## config.mk

```make
export PLATFORM = sky130hd
export DESIGN_NAME = lru_replacement_cache_tracker_top
export DESIGN_NICKNAME = d
export VERILOG_FILES = /design/src/rtl/lrut_pkg.sv /design/src/rtl/lru_replacement_cache_tracker_top.sv /design/src/rtl/lrut_cell.sv /design/src/rtl/lrut_chain.sv
export SDC_FILE = /design/constraint.sdc
export NUM_CORES = 2
export LEC_CHECK = 0
export ABC_AREA = 1
export BUFFER_PORTS_ARGS = -buffer_cell sky130_fd_sc_hd__buf_2
export CAP_MARGIN = 10
export CORE_ASPECT_RATIO = 1.1
export CORE_MARGIN = 5
export CORE_UTILIZATION = 55
export CTS_CLUSTER_SIZE = 40
export DETAILED_ROUTE_END_ITERATION = 8
export PLACE_DENSITY = 0.71
export SKIP_CTS_REPAIR_TIMING = 1
export SYNTH_ARGS = -nofsm -noshare
export SYNTH_HDL_FRONTEND = slang
export SYNTH_SLANG_ARGS = --single-unit
export TNS_END_PERCENT = 30
```

## constraint.sdc

```tcl
create_clock -name clk -period 6.3 [get_ports clk]
set_input_delay 0.63 -clock clk [delete_from_list [all_inputs] [get_ports clk]]
set_output_delay 0.63 -clock clk [all_outputs]
set_load 0.01 [all_outputs]
```

## src/rtl/lrut_pkg.sv

```systemverilog
// Shared constants and types for the LRU cache tracker.
package lrut_pkg;

    localparam int KEY_W         = 32;
    localparam int CFG_W         = 5;
    localparam int IDX_OUT_W     = 4;
    localparam int HITS_W        = 32;
    localparam int MAX_SLOTS_DEF = 16;

    localparam logic [CFG_W-1:0] ACTIVE_RESET = 5'd16;

    // Command broadcast from the controller to every cell of the row.
    typedef struct packed {
        logic clear;      // empty the slot
        logic update;     // apply the recency update of one access
        logic age_all;    // age every other filled slot (miss case)
        logic write_key;  // target slot takes the new key
    } cell_cmd_t;

endpackage

```

## src/rtl/lru_replacement_cache_tracker_top.sv

```systemverilog
// Top level of the fully associative LRU cache tracker: control, counters and stream ports.
//
//   Port group   Direction   Item contents
//   s_*          in          tdata: access_key[31:0]; tuser: start_run[0]
//   m_*          out         tdata: hit, slot_index, evicted, evicted_key, hit_count
//   cfg_*        in          active_slots, written when cfg_we is high
//
// Each item passes the states SEED, SCAN and COMMIT: the lookup token is launched in SEED
// and passes every cell of the row (it enters the first cell at the end of the launch
// cycle), the result is captured from the tail cell, and the recency update is committed.
// The input is ready again only after the commit, so one item is handled at a time.
// Reset empties every slot, clears the hit count and sets active_slots to 16.
// A result waits in the output register while m_tready is low; the next item is
// taken meanwhile, and its commit waits until that register is free.
module lru_replacement_cache_tracker_top
    import lrut_pkg::*;
#(
    parameter int MAX_SLOTS = MAX_SLOTS_DEF
)
(
    input  logic             clk,
    input  logic             rst_n,
    input  logic             s_tvalid,
    output logic             s_tready,
    input  logic [31:0]      s_tdata,   // access_key[31:0]
    input  logic [0:0]       s_tuser,   // start_run[0]
    output logic             m_tvalid,
    input  logic             m_tready,
    // hit[0], slot_index[4:1], evicted[5], evicted_key[37:6], hit_count[69:38], zero[71:70]
    output logic [71:0]      m_tdata,
    input  logic             cfg_we,
    input  logic [CFG_W-1:0] cfg_wdata
);

    localparam int IW = (MAX_SLOTS > 1) ? $clog2(MAX_SLOTS) : 1;
    localparam int RW = IW;
    localparam int FW = $clog2(MAX_SLOTS + 1);
    localparam int LW = (FW > CFG_W) ? FW : CFG_W;
    localparam logic [LW-1:0] MAX_EXT = LW'(MAX_SLOTS);

    typedef enum logic [1:0] {
        ST_IDLE,
        ST_SEED,
        ST_SCAN,
        ST_COMMIT
    } state_t;

    state_t            state_reg;
    logic [CFG_W-1:0]  active_reg;
    logic [KEY_W-1:0]  key_reg;
    logic [FW-1:0]     filled_reg;
    logic [HITS_W-1:0] hits_reg;
    logic              res_found_reg;
    logic [IW-1:0]     res_hit_idx_reg;
    logic [RW-1:0]     res_hit_rank_reg;
    logic [IW-1:0]     res_lru_idx_reg;
    logic [KEY_W-1:0]  res_lru_key_reg;
    logic              m_tvalid_reg;
    logic [71:0]       m_tdata_reg;

    logic              in_accept;
    logic              commit_go;
    logic [LW-1:0]     act_ext;
    logic [LW-1:0]     limit;
    logic              is_fill;
    logic              is_evict;
    logic [IW-1:0]     target;
    logic [IW+3:0]     target_wide;
    logic [HITS_W-1:0] hits_next;
    logic [KEY_W-1:0]  ev_key;
    logic [71:0]       result;
    cell_cmd_t         cmd;

    logic              tail_act;
    logic              tail_found;
    logic [IW-1:0]     tail_hit_idx;
    logic [RW-1:0]     tail_hit_rank;
    logic [IW-1:0]     tail_lru_idx;
    logic [KEY_W-1:0]  tail_lru_key;

    assign s_tready  = (state_reg == ST_IDLE);
    assign in_accept = s_tvalid && s_tready;
    assign commit_go = (state_reg == ST_COMMIT) && (!m_tvalid_reg || m_tready);

    // An out-of-range limit is clamped to the range 1 .. MAX_SLOTS.
    always_comb
    begin
        act_ext = LW'(active_reg);
        if (act_ext == '0)
        begin
            limit = LW'(1);
        end
        else if (act_ext > MAX_EXT)
        begin
            limit = MAX_EXT;
        end
        else
        begin
            limit = act_ext;
        end
    end

    always_comb
    begin
        is_fill  = !res_found_reg && (LW'(filled_reg) < limit);
        is_evict = !res_found_reg && !is_fill;
        if (res_found_reg)
        begin
            target = res_hit_idx_reg;
        end
        else if (is_fill)
        begin
            target = filled_reg[IW-1:0];
        end
        else
        begin
            target = res_lru_idx_reg;
        end
        target_wide = {4'b0000, target};
        ev_key      = is_evict ? res_lru_key_reg : '0;
        hits_next   = (res_found_reg && (hits_reg != '1)) ? hits_reg + 1'b1 : hits_reg;
        result      = {2'b00, hits_next, ev_key, is_evict, target_wide[IDX_OUT_W-1:0],
                       res_found_reg};
    end

    always_comb
    begin
        cmd.clear     = in_accept && s_tuser[0];
        cmd.update    = commit_go;
        cmd.age_all   = !res_found_reg;
        cmd.write_key = !res_found_reg;
    end

    lrut_chain #(
        .MAX_SLOTS (MAX_SLOTS),
        .IW        (IW),
        .RW        (RW)
    ) u_chain (
        .clk           (clk),
        .rst_n         (rst_n),
        .cmd           (cmd),
        .key_in        (key_reg),
        .target        (target),
        .below         (res_hit_rank_reg),
        .seed          (state_reg == ST_SEED),
        .tail_act      (tail_act),
        .tail_found    (tail_found),
        .tail_hit_idx  (tail_hit_idx),
        .tail_hit_rank (tail_hit_rank),
        .tail_lru_idx  (tail_lru_idx),
        .tail_lru_key  (tail_lru_key)
    );

    always_ff @(posedge clk or negedge rst_n)
    begin
        if (!rst_n)
        begin
            active_reg <= ACTIVE_RESET;
        end
        else if (cfg_we)
        begin
            active_reg <= cfg_wdata;
        end
    end

    always_ff @(posedge clk or negedge rst_n)
    begin
        if (!rst_n)
        begin
            state_reg        <= ST_IDLE;
            key_reg          <= '0;
            filled_reg       <= '0;
            hits_reg         <= '0;
            res_found_reg    <= 1'b0;
            res_hit_idx_reg  <= '0;
            res_hit_rank_reg <= '0;
            res_lru_idx_reg  <= '0;
            res_lru_key_reg  <= '0;
            m_tvalid_reg     <= 1'b0;
            m_tdata_reg      <= '0;
        end
        else
        begin
            if (m_tvalid_reg && m_tready && !commit_go)
            begin
                m_tvalid_reg <= 1'b0;
            end
            unique case (state_reg)
                ST_IDLE:
                begin
                    if (in_accept)
                    begin
                        key_reg   <= s_tdata;
                        state_reg <= ST_SEED;
                        if (s_tuser[0])
                        begin
                            filled_reg <= '0;
                            hits_reg   <= '0;
                        end
                    end
                end
                ST_SEED:
                begin
                    state_reg <= ST_SCAN;
                end
                ST_SCAN:
                begin
                    if (tail_act)
                    begin
                        res_found_reg    <= tail_found;
                        res_hit_idx_reg  <= tail_hit_idx;
                        res_hit_rank_reg <= tail_hit_rank;
                        res_lru_idx_reg  <= tail_lru_idx;
                        res_lru_key_reg  <= tail_lru_key;
                        state_reg        <= ST_COMMIT;
                    end
                end
                ST_COMMIT:
                begin
                    if (commit_go)
                    begin
                        hits_reg     <= hits_next;
                        m_tvalid_reg <= 1'b1;
                        m_tdata_reg  <= result;
                        state_reg    <= ST_IDLE;
                        if (is_fill)
                        begin
                            filled_reg <= filled_reg + 1'b1;
                        end
                    end
                end
                default:
                begin
                    state_reg <= ST_IDLE;
                end
            endcase
        end
    end

    assign m_tvalid = m_tvalid_reg;
    assign m_tdata  = m_tdata_reg;

endmodule

```

## src/rtl/lrut_cell.sv

```systemverilog
// One cache slot: stored key, age rank and fill flag, plus its stage of the lookup token.
module lrut_cell
    import lrut_pkg::*;
#(
    parameter int IW      = 4,
    parameter int RW      = 4,
    parameter int CELL_ID = 0
)
(
    input  logic             clk,
    input  logic             rst_n,
    input  cell_cmd_t        cmd,
    input  logic [KEY_W-1:0] key_in,
    input  logic [IW-1:0]    target,
    input  logic [RW-1:0]    below,
    input  logic             act_in,
    input  logic             found_in,
    input  logic [IW-1:0]    hit_idx_in,
    input  logic [RW-1:0]    hit_rank_in,
    input  logic             have_lru_in,
    input  logic [IW-1:0]    lru_idx_in,
    input  logic [RW-1:0]    lru_rank_in,
    input  logic [KEY_W-1:0] lru_key_in,
    output logic             act_out,
    output logic             found_out,
    output logic [IW-1:0]    hit_idx_out,
    output logic [RW-1:0]    hit_rank_out,
    output logic             have_lru_out,
    output logic [IW-1:0]    lru_idx_out,
    output logic [RW-1:0]    lru_rank_out,
    output logic [KEY_W-1:0] lru_key_out
);

    localparam logic [IW-1:0] MY_IDX = IW'(CELL_ID);

    logic             valid_reg;
    logic             valid_next;
    logic [RW-1:0]    rank_reg;
    logic [RW-1:0]    rank_next;
    logic [KEY_W-1:0] key_reg;

    logic             act_reg;
    logic             found_reg;
    logic             found_next;
    logic [IW-1:0]    hit_idx_reg;
    logic [IW-1:0]    hit_idx_next;
    logic [RW-1:0]    hit_rank_reg;
    logic [RW-1:0]    hit_rank_next;
    logic             have_lru_reg;
    logic             have_lru_next;
    logic [IW-1:0]    lru_idx_reg;
    logic [IW-1:0]    lru_idx_next;
    logic [RW-1:0]    lru_rank_reg;
    logic [RW-1:0]    lru_rank_next;
    logic [KEY_W-1:0] lru_key_reg;
    logic [KEY_W-1:0] lru_key_next;

    logic is_target;
    logic take_hit;
    logic take_lru;

    assign is_target = (target == MY_IDX);

    // The token keeps the first matching slot and the oldest filled slot seen so far.
    always_comb
    begin
        take_hit = act_in && !found_in && valid_reg && (key_reg == key_in);
        take_lru = act_in && valid_reg && (!have_lru_in || (rank_reg > lru_rank_in));

        found_next    = found_in | take_hit;
        hit_idx_next  = take_hit ? MY_IDX : hit_idx_in;
        hit_rank_next = take_hit ? rank_reg : hit_rank_in;
        have_lru_next = have_lru_in | take_lru;
        lru_idx_next  = take_lru ? MY_IDX : lru_idx_in;
        lru_rank_next = take_lru ? rank_reg : lru_rank_in;
        lru_key_next  = take_lru ? key_reg : lru_key_in;
    end

    always_comb
    begin
        valid_next = valid_reg;
        rank_next  = rank_reg;
        if (cmd.clear)
        begin
            valid_next = 1'b0;
            rank_next  = '0;
        end
        else if (cmd.update)
        begin
            if (is_target)
            begin
                valid_next = 1'b1;
                rank_next  = '0;
            end
            else if (valid_reg && (cmd.age_all || (rank_reg < below)))
            begin
                rank_next = rank_reg + 1'b1;
            end
        end
    end

    always_ff @(posedge clk or negedge rst_n)
    begin
        if (!rst_n)
        begin
            valid_reg    <= 1'b0;
            rank_reg     <= '0;
            act_reg      <= 1'b0;
            found_reg    <= 1'b0;
            have_lru_reg <= 1'b0;
        end
        else
        begin
            valid_reg    <= valid_next;
            rank_reg     <= rank_next;
            act_reg      <= act_in;
            found_reg    <= found_next;
            have_lru_reg <= have_lru_next;
        end
    end

    always_ff @(posedge clk)
    begin
        if (cmd.update && is_target && cmd.write_key)
        begin
            key_reg <= key_in;
        end
        hit_idx_reg  <= hit_idx_next;
        hit_rank_reg <= hit_rank_next;
        lru_idx_reg  <= lru_idx_next;
        lru_rank_reg <= lru_rank_next;
        lru_key_reg  <= lru_key_next;
    end

    assign act_out      = act_reg;
    assign found_out    = found_reg;
    assign hit_idx_out  = hit_idx_reg;
    assign hit_rank_out = hit_rank_reg;
    assign have_lru_out = have_lru_reg;
    assign lru_idx_out  = lru_idx_reg;
    assign lru_rank_out = lru_rank_reg;
    assign lru_key_out  = lru_key_reg;

endmodule

```

## src/rtl/lrut_chain.sv

```systemverilog
// Row of slot cells through which the lookup token travels one cell per cycle.
module lrut_chain
    import lrut_pkg::*;
#(
    parameter int MAX_SLOTS = MAX_SLOTS_DEF,
    parameter int IW        = 4,
    parameter int RW        = 4
)
(
    input  logic             clk,
    input  logic             rst_n,
    input  cell_cmd_t        cmd,
    input  logic [KEY_W-1:0] key_in,
    input  logic [IW-1:0]    target,
    input  logic [RW-1:0]    below,
    input  logic             seed,
    output logic             tail_act,
    output logic             tail_found,
    output logic [IW-1:0]    tail_hit_idx,
    output logic [RW-1:0]    tail_hit_rank,
    output logic [IW-1:0]    tail_lru_idx,
    output logic [KEY_W-1:0] tail_lru_key
);

    logic             act      [MAX_SLOTS+1];
    logic             found    [MAX_SLOTS+1];
    logic [IW-1:0]    hit_idx  [MAX_SLOTS+1];
    logic [RW-1:0]    hit_rank [MAX_SLOTS+1];
    logic             have_lru [MAX_SLOTS+1];
    logic [IW-1:0]    lru_idx  [MAX_SLOTS+1];
    logic [RW-1:0]    lru_rank [MAX_SLOTS+1];
    logic [KEY_W-1:0] lru_key  [MAX_SLOTS+1];

    assign act[0]      = seed;
    assign found[0]    = 1'b0;
    assign hit_idx[0]  = '0;
    assign hit_rank[0] = '0;
    assign have_lru[0] = 1'b0;
    assign lru_idx[0]  = '0;
    assign lru_rank[0] = '0;
    assign lru_key[0]  = '0;

    for (genvar i = 0; i < MAX_SLOTS; i++)
    begin : g_cell
        lrut_cell #(
            .IW      (IW),
            .RW      (RW),
            .CELL_ID (i)
        ) u_cell (
            .clk          (clk),
            .rst_n        (rst_n),
            .cmd          (cmd),
            .key_in       (key_in),
            .target       (target),
            .below        (below),
            .act_in       (act[i]),
            .found_in     (found[i]),
            .hit_idx_in   (hit_idx[i]),
            .hit_rank_in  (hit_rank[i]),
            .have_lru_in  (have_lru[i]),
            .lru_idx_in   (lru_idx[i]),
            .lru_rank_in  (lru_rank[i]),
            .lru_key_in   (lru_key[i]),
            .act_out      (act[i+1]),
            .found_out    (found[i+1]),
            .hit_idx_out  (hit_idx[i+1]),
            .hit_rank_out (hit_rank[i+1]),
            .have_lru_out (have_lru[i+1]),
            .lru_idx_out  (lru_idx[i+1]),
            .lru_rank_out (lru_rank[i+1]),
            .lru_key_out  (lru_key[i+1])
        );
    end

    assign tail_act      = act[MAX_SLOTS];
    assign tail_found    = found[MAX_SLOTS];
    assign tail_hit_idx  = hit_idx[MAX_SLOTS];
    assign tail_hit_rank = hit_rank[MAX_SLOTS];
    assign tail_lru_idx  = lru_idx[MAX_SLOTS];
    assign tail_lru_key  = lru_key[MAX_SLOTS];

endmodule

```

Word level (Yosys, flattened, before mapping):

Index checks and enable logic that the tools add are counted.

* add/subtract/negate cells: 18
* magnitude comparators: 33
* eq/ne operators: 40
* muxes and demuxes: 180
* bitwise operators: 29
* reduce and logical (&&, ||, !) cells: 274

Operators by type and width (count)
* $mux 32: 20
* $eq 32x32->1: 16
* $mux 4: 95
* $logic_and 1x1->1: 133
* $reduce_and 2->1: 35
* $add 4x1->4 const B: 16
* $lt 4x4->1: 16
* $pmux 32 s2: 1
* $gt 4x4->1: 15
* $mux 1: 53
* $reduce_bool 3->1: 16
* $reduce_bool 2->1: 18
* $logic_not 1->1: 34
* $add 32x1->32 const B: 1
* $eq 4x4->1 const B: 8
* $logic_or 1x1->1: 32
* $ne 32x32->1 const B: 1
* $mux 5: 6
* $or 1x1->1: 29
* $eq 4x3->1 const B: 4
* $pmux 5 s2: 1
* $eq 4x2->1 const B: 2
* $pmux 2 s4: 1
* $mux 2: 3
* 14 further kinds: 18

* bits in registers: 1565
* input port bits: 43
* word-level logic and storage cells: 758

Depth between registers and ports, before layout:

* depth after elaboration: 11
* mapped depth: 18
* mapped depth without buffers: 18

Modules after synthesis:

From an unflattened synthesis, not the netlist that was laid out.

* cells, all modules: 8361
* area total of the unflattened synthesis: 71195.8 sq um

Modules (own cells, without submodules)
* lrut_cell (u_chain.g_cell[3].u_cell ...): times used 4, cells each 452, area an instance 3891.2 sq um, sequential area each 2122.0 sq um
* lrut_cell (u_chain.g_cell[2].u_cell ...): times used 3, cells each 453, area an instance 3921.3 sq um, sequential area each 2122.0 sq um
* lrut_cell (u_chain.g_cell[11].u_cell ...): times used 3, cells each 458, area an instance 3882.5 sq um, sequential area each 2122.0 sq um
* lru_replacement_cache_tracker_top: times used 1, cells each 1081, area an instance 8979.9 sq um, sequential area each 4805.9 sq um
* lrut_cell (u_chain.g_cell[1].u_cell): times used 1, cells each 458, area an instance 3947.5 sq um, sequential area each 2122.0 sq um
* lrut_cell (u_chain.g_cell[12].u_cell): times used 1, cells each 457, area an instance 3925.0 sq um, sequential area each 2122.0 sq um
* lrut_cell (u_chain.g_cell[7].u_cell): times used 1, cells each 452, area an instance 3892.5 sq um, sequential area each 2122.0 sq um
* lrut_cell (u_chain.g_cell[15].u_cell): times used 1, cells each 459, area an instance 3867.5 sq um, sequential area each 2122.0 sq um
* lrut_cell (u_chain.g_cell[0].u_cell): times used 1, cells each 456, area an instance 3811.2 sq um, sequential area each 2122.0 sq um
* lrut_cell (u_chain.g_cell[10].u_cell): times used 1, cells each 456, area an instance 3792.4 sq um, sequential area each 2122.0 sq um
* lrut_chain: times used 1, cells each 1, area an instance 3.8 sq um, sequential area each 0.0 sq um

Worst setup path before layout:

Ideal clock, no wire load.

* path kind: register to register
* from: reg active_reg[4] (netlist: act_ext[4])
* to: reg u_chain.g_cell[14].u_cell.key_reg[0], enable pin
* setup time: 0.421 ns
* arrival: 3.289 ns
* slack: 2.590 ns
* cell stages (with the launch flop): 13
* buffers on the path: 0
* period minus slack after synthesis: 3.710 ns
* path through: dfstp_2 > inv_1 > ha_1 > a21o_1 > nor2_4 > nand2_4 > nand2_2 > nor2_1 > nor2_2 > nand2_1 > nor2_1 > nand2_1 > nor2_1

* cells in the longest elaborated chain, start to end: 10

Ends and longest elaborated chain
* start: declaration: line lru_replacement_cache_tracker_top.sv:49 `logic [CFG_W-1:0] active_reg;`
* start signal: assignment: line lru_replacement_cache_tracker_top.sv:162 `active_reg <= cfg_wdata;`
* $gt 5x5->1: line lru_replacement_cache_tracker_top.sv:93 `else if (act_ext > MAX_EXT)`
* $mux 5: line lru_replacement_cache_tracker_top.sv:93
* $mux 5 *: line lru_replacement_cache_tracker_top.sv:89 `if (act_ext == '0)`
* $lt 5x5->1 *: line lru_replacement_cache_tracker_top.sv:105 `is_fill = !res_found_reg && (LW'(filled_reg) < limit);`
* $logic_and 1x1->1 *: line lru_replacement_cache_tracker_top.sv:105
* $mux 4 *: line lru_replacement_cache_tracker_top.sv:111 `else if (is_fill)`
* $mux 4 *: line lru_replacement_cache_tracker_top.sv:107 `if (res_found_reg)`
* $eq 4x4->1 *: line lrut_cell.sv:62 `assign is_target = (target == MY_IDX);`
* $logic_and 1x1->1 * (2 in series): line lrut_cell.sv:124 `if (cmd.update && is_target && cmd.write_key)`
* end signal: assignment: line lrut_cell.sv:126 `key_reg <= key_in;`
* end: declaration: line lrut_cell.sv:40 `logic [KEY_W-1:0] key_reg;`

Every way passes the cells marked *; elsewhere a longest branch is shown, timed or not.
A chain may end at the register's enable or synchronous reset.

Final worst setup path:

* from: reg active_reg[4] (netlist: act_ext[4])
* to: reg u_chain.g_cell[0].u_cell.key_reg[23], enable pin

* cells in the longest elaborated chain, start to end: 10

Ends and longest elaborated chain (line)
* $gt 5x5->1: lru_replacement_cache_tracker_top.sv:93
* $mux 5: lru_replacement_cache_tracker_top.sv:93
* $mux 5 *: lru_replacement_cache_tracker_top.sv:89
* $lt 5x5->1 *: lru_replacement_cache_tracker_top.sv:105
* $logic_and 1x1->1 *: lru_replacement_cache_tracker_top.sv:105
* $mux 4 *: lru_replacement_cache_tracker_top.sv:111
* $mux 4 *: lru_replacement_cache_tracker_top.sv:107
* $logic_not 4->1 *: lrut_cell.sv:62
* $logic_and 1x1->1 * (2 in series): lrut_cell.sv:124
* end signal: assignment: lrut_cell.sv:126
* end: declaration: lrut_cell.sv:40

Marked as above.

==> metrics.md <==
| Metric | Value |
|---|---|
| Outcome | `finished, final reports clean` |
| Crit-path cells | `inv_1 -> ha_1 -> a21o_1 -> nor2_4 -> nand2_4 -> nand2_2 -> nor2_1 -> nor2_2 -> nand2_1 -> nor2_1 -> nand2_1 -> nor2_4` |
| Register bit count reported by yosys | `1565` |
| Cell with the most instances after synthesis | `nand2_1` |
| Max cap viols | `0` |
| CTS Buffer Depth | `3` |
| Largest net degree at the start of global routing | `130` |
| Design Area, Final | `68900 um^2` |
| Leakage | `30.2 nW` |
| Initial Utilization | `0.552` |
| Pre-CTS WS | `2.57 ns` |
| Mean area per synthesized cell | `10.1 um^2` |
| Actual slew at the worst max-slew pin | `1.23 ns` |
| Number of library cell types mapped by synthesis | `60` |
| Worst EP required | `6.69 ns` |
| Post-synthesis sequential area ratio | `0.614` |
| Final Hold Fails | `0` |
| Vias in the first global route | `42672` |
| FF-to-FF Start | `act_ext[4]$_DFFE_PN1P_` |
| RR Endpoint | `u_chain.g_cell[0].u_cell.key_reg[23]$_DFFE_PP_` |
| RSZ-0062 raised after global routing | `false` |
| Worst Path Buf+Inv | `1` |
| Crit Path Category | `reg2reg` |
| H-tree depth | `4` |
| P per Cell Area | `468 nW/um^2` |
| Placed Instance Area | `63800 um^2` |
| Layout Nets | `6418` |
| Asr flop ratio synth | `0.204` |
| Worst slew margin | `0.181` |
| Iter 0 DRT Violations | `4305` |
| Port buffer count | `114` |
| Io pins | `117` |
| Ys Warns | `0` |
| Setup crit end | `u_chain.g_cell[0].u_cell.key_reg[23]$_DFFE_PP_` |
| Final worst slack | `2.55 ns` |
| Most frequent cells after synthesis | `nand2_1, dfxtp_1, edfxtp_1` |
| Most used flip-flop cell after synthesis | `dfxtp_1` |
| Drc violations | `0` |
| Worst path slowest cell | `nor2_4` |
| Reg2Reg Depth | `12` |
| Routed WL | `161 mm` |
| Reg-to-reg slack, setup | `2.55 ns` |
| Power Total | `32.2 mW` |
| WP depth | `12` |
| WL/cell | `20.4 um` |
| Number of cells on the worst hold path | `3` |
| Crit-path max FO | `32` |
| Final Core Density | `0.615` |
| Ant diodes | `0` |
| Worst skew pair latency | `0.78 ns` |
| Cells after Synth | `6131` |
| Period minus WS final | `3.75 ns` |
| Vias | `43134` |
| Post-DRT Antenna Nets | `0` |
| Gr usage total | `0.268` |
| Hpwl dp | `110 mm` |
| Fin Setup TNS | `0 ns` |
| Clock transition at the registers of the reported paths | `0.06 ns` |
| CP top delay family | `simple AND/OR/NAND/NOR gates` |
| First-pass GRT wire length | `246 mm` |
| Core box area | `112000 um^2` |
| Largest area contributor in the netlist | `edfxtp_1` |
| Element type at the critical path start | `flop` |
| GR Overflow Total | `0` |
| Period utilization | `0.596` |
| Width of the die | `330 um` |
| Fmax achieved | `266 MHz` |
| Worst vdd ir | `406 uV` |
| Top post-synthesis cells by area | `edfxtp_1, dfxtp_1, dfrtp_1` |
| Clk sinks | `1565` |
| Post-synth EDFFs | `512` |
| Share of the synthesized area in the top cell type | `0.248` |
| Crit-path max cell delay | `0.86 ns` |
| CTS tree | `done` |
| Worst setup path startpoint | `act_ext[4]$_DFFE_PN1P_` |
| Area growth, synth to finish | `11.3%` |
| Share of cells above drive strength 1 | `0.108` |
| Final setup vio count | `0` |
| Vias per cell | `5.47` |
| Filler cells | `9049` |
| CTS buffer count | `153` |
| Initial DRT Pass Iterations | `6` |
| Max-slew violations | `0` |
| HP Class | `in2reg` |
| Root Driver | `clkbuf_16` |
| Die height | `362 um` |
| Worst setup EP type | `flop` |
| Row count | `129` |
| Cell area after synthesis | `61900 um^2` |
| Gp weighted congestion | `0.919` |
| Initial antenna violation count | `4` |
| Clock skew | `0.0233 ns` |
| Critical Path AT | `4.14 ns` |
| Die area | `119000 um^2` |
routing by layer:
metal  track usage  part of all wire
met5             0          0.000056
met4         0.110             0.041
met3        0.0665             0.088
met2         0.420              0.45
met1         0.359              0.42
worst reg2reg max path, stage by stage (launching register included):
cell     delay (ns)
dfstp_2        0.55
inv_1          0.08
ha_1           0.29
a21o_1         0.21
nor2_4         0.18
nand2_4        0.10
nand2_2        0.10
nor2_1         0.06
nor2_2         0.20
nand2_1        0.15
nor2_1         0.36
nand2_1        0.19
nor2_4         0.86
power breakdown:
group | switching, mW | internal [mW] | total (mW)
Sequential | 1.19 | 13.1 | 14.3
Clock | 3.89 | 5.33 | 9.23
Combinational | 6.02 | 2.75 | 8.76
worst min path at each step:
stage | from | to | slack [ns]
floorplan | rst_n | act_ext[0]$_DFFE_PN0P_ | 0.33
global placement | u_chain.g_cell[1].u_cell.act_out$_DFF_PN0_ | u_chain.g_cell[2].u_cell.act_out$_DFF_PN0_ | 0.36
detailed placement | u_chain.g_cell[1].u_cell.act_out$_DFF_PN0_ | u_chain.g_cell[2].u_cell.act_out$_DFF_PN0_ | 0.36
CTS | rst_n | m_tdata[53]$_DFFE_PN0P_ | -0.04
global route | s_tdata[10] | key_reg[10]$_DFFE_PN0P_ | 0.06
finish | cfg_wdata[4] | act_ext[4]$_DFFE_PN1P_ | 0.09
per-stage QoR:
| step | hold WS (ns) | std cells |
|---|---|---|
| floorplan | 0.334 | 6132 |
| global placement | 0.358 | 7590 |
| detailed placement | 0.364 | 7590 |
| CTS | -0.0413 | 7877 |
| global route | 0.0638 | 7879 |
| finish | 0.0859 | 7879 |
kinds of logic (layout without fill, tap and decap cells):
group,after synthesis,in the layout,share of synthesized area
muxes,89,89,0.0162
buffers and inverters,748,989,0.0526
other,1,2,0.0000605
AOI/OAI and AO/OA,640,640,0.0590
and+or+nand+nor,2549,2549,0.173
xor gates and xnor gates,405,405,0.0573
adders and majority gates,134,134,0.0271
DFF,1565,1565,0.614
placed cells by master, fill, tap and decap left out, drive strengths merged, types with 2 or more instances in the layout:
cell	count
a21boi	19
a21oi	127
a221oi	25
and2b	2
buf	190
bufinv	10
clkbuf	227
clkinv	41
clkinvlp	3
conb	2
dfrtp	318
dfxtp	734
edfxtp	512
ha	134
inv	517
mux2	89
nand2	1801
nand3	114
nand3b	2
nand4	111
nor2	339
nor3	51
nor3b	3
nor4	76
nor4b	2
o2111ai	4
o211ai	24
o21ai	315
o21bai	11
o221ai	3
o22ai	108
or2	46
xnor2	119
xor2	286
final cells by class:
| cell class | instances | area [um^2] | share of cell area |
|---|---|---|---|
| flip-flops and latches | 1565 | 38100 | 0.552 |
| inverters | 511 | 1920 | 0.0279 |
| multi-input cells | 3819 | 20800 | 0.301 |
| repair buffers | 191 | 1190 | 0.0173 |
| clock buffers | 227 | 4430 | 0.0643 |
| clock inverters | 60 | 677 | 0.00982 |
| well taps | 1506 | 1880 | 0.0273 |
(Power assumes the default switching activity.)
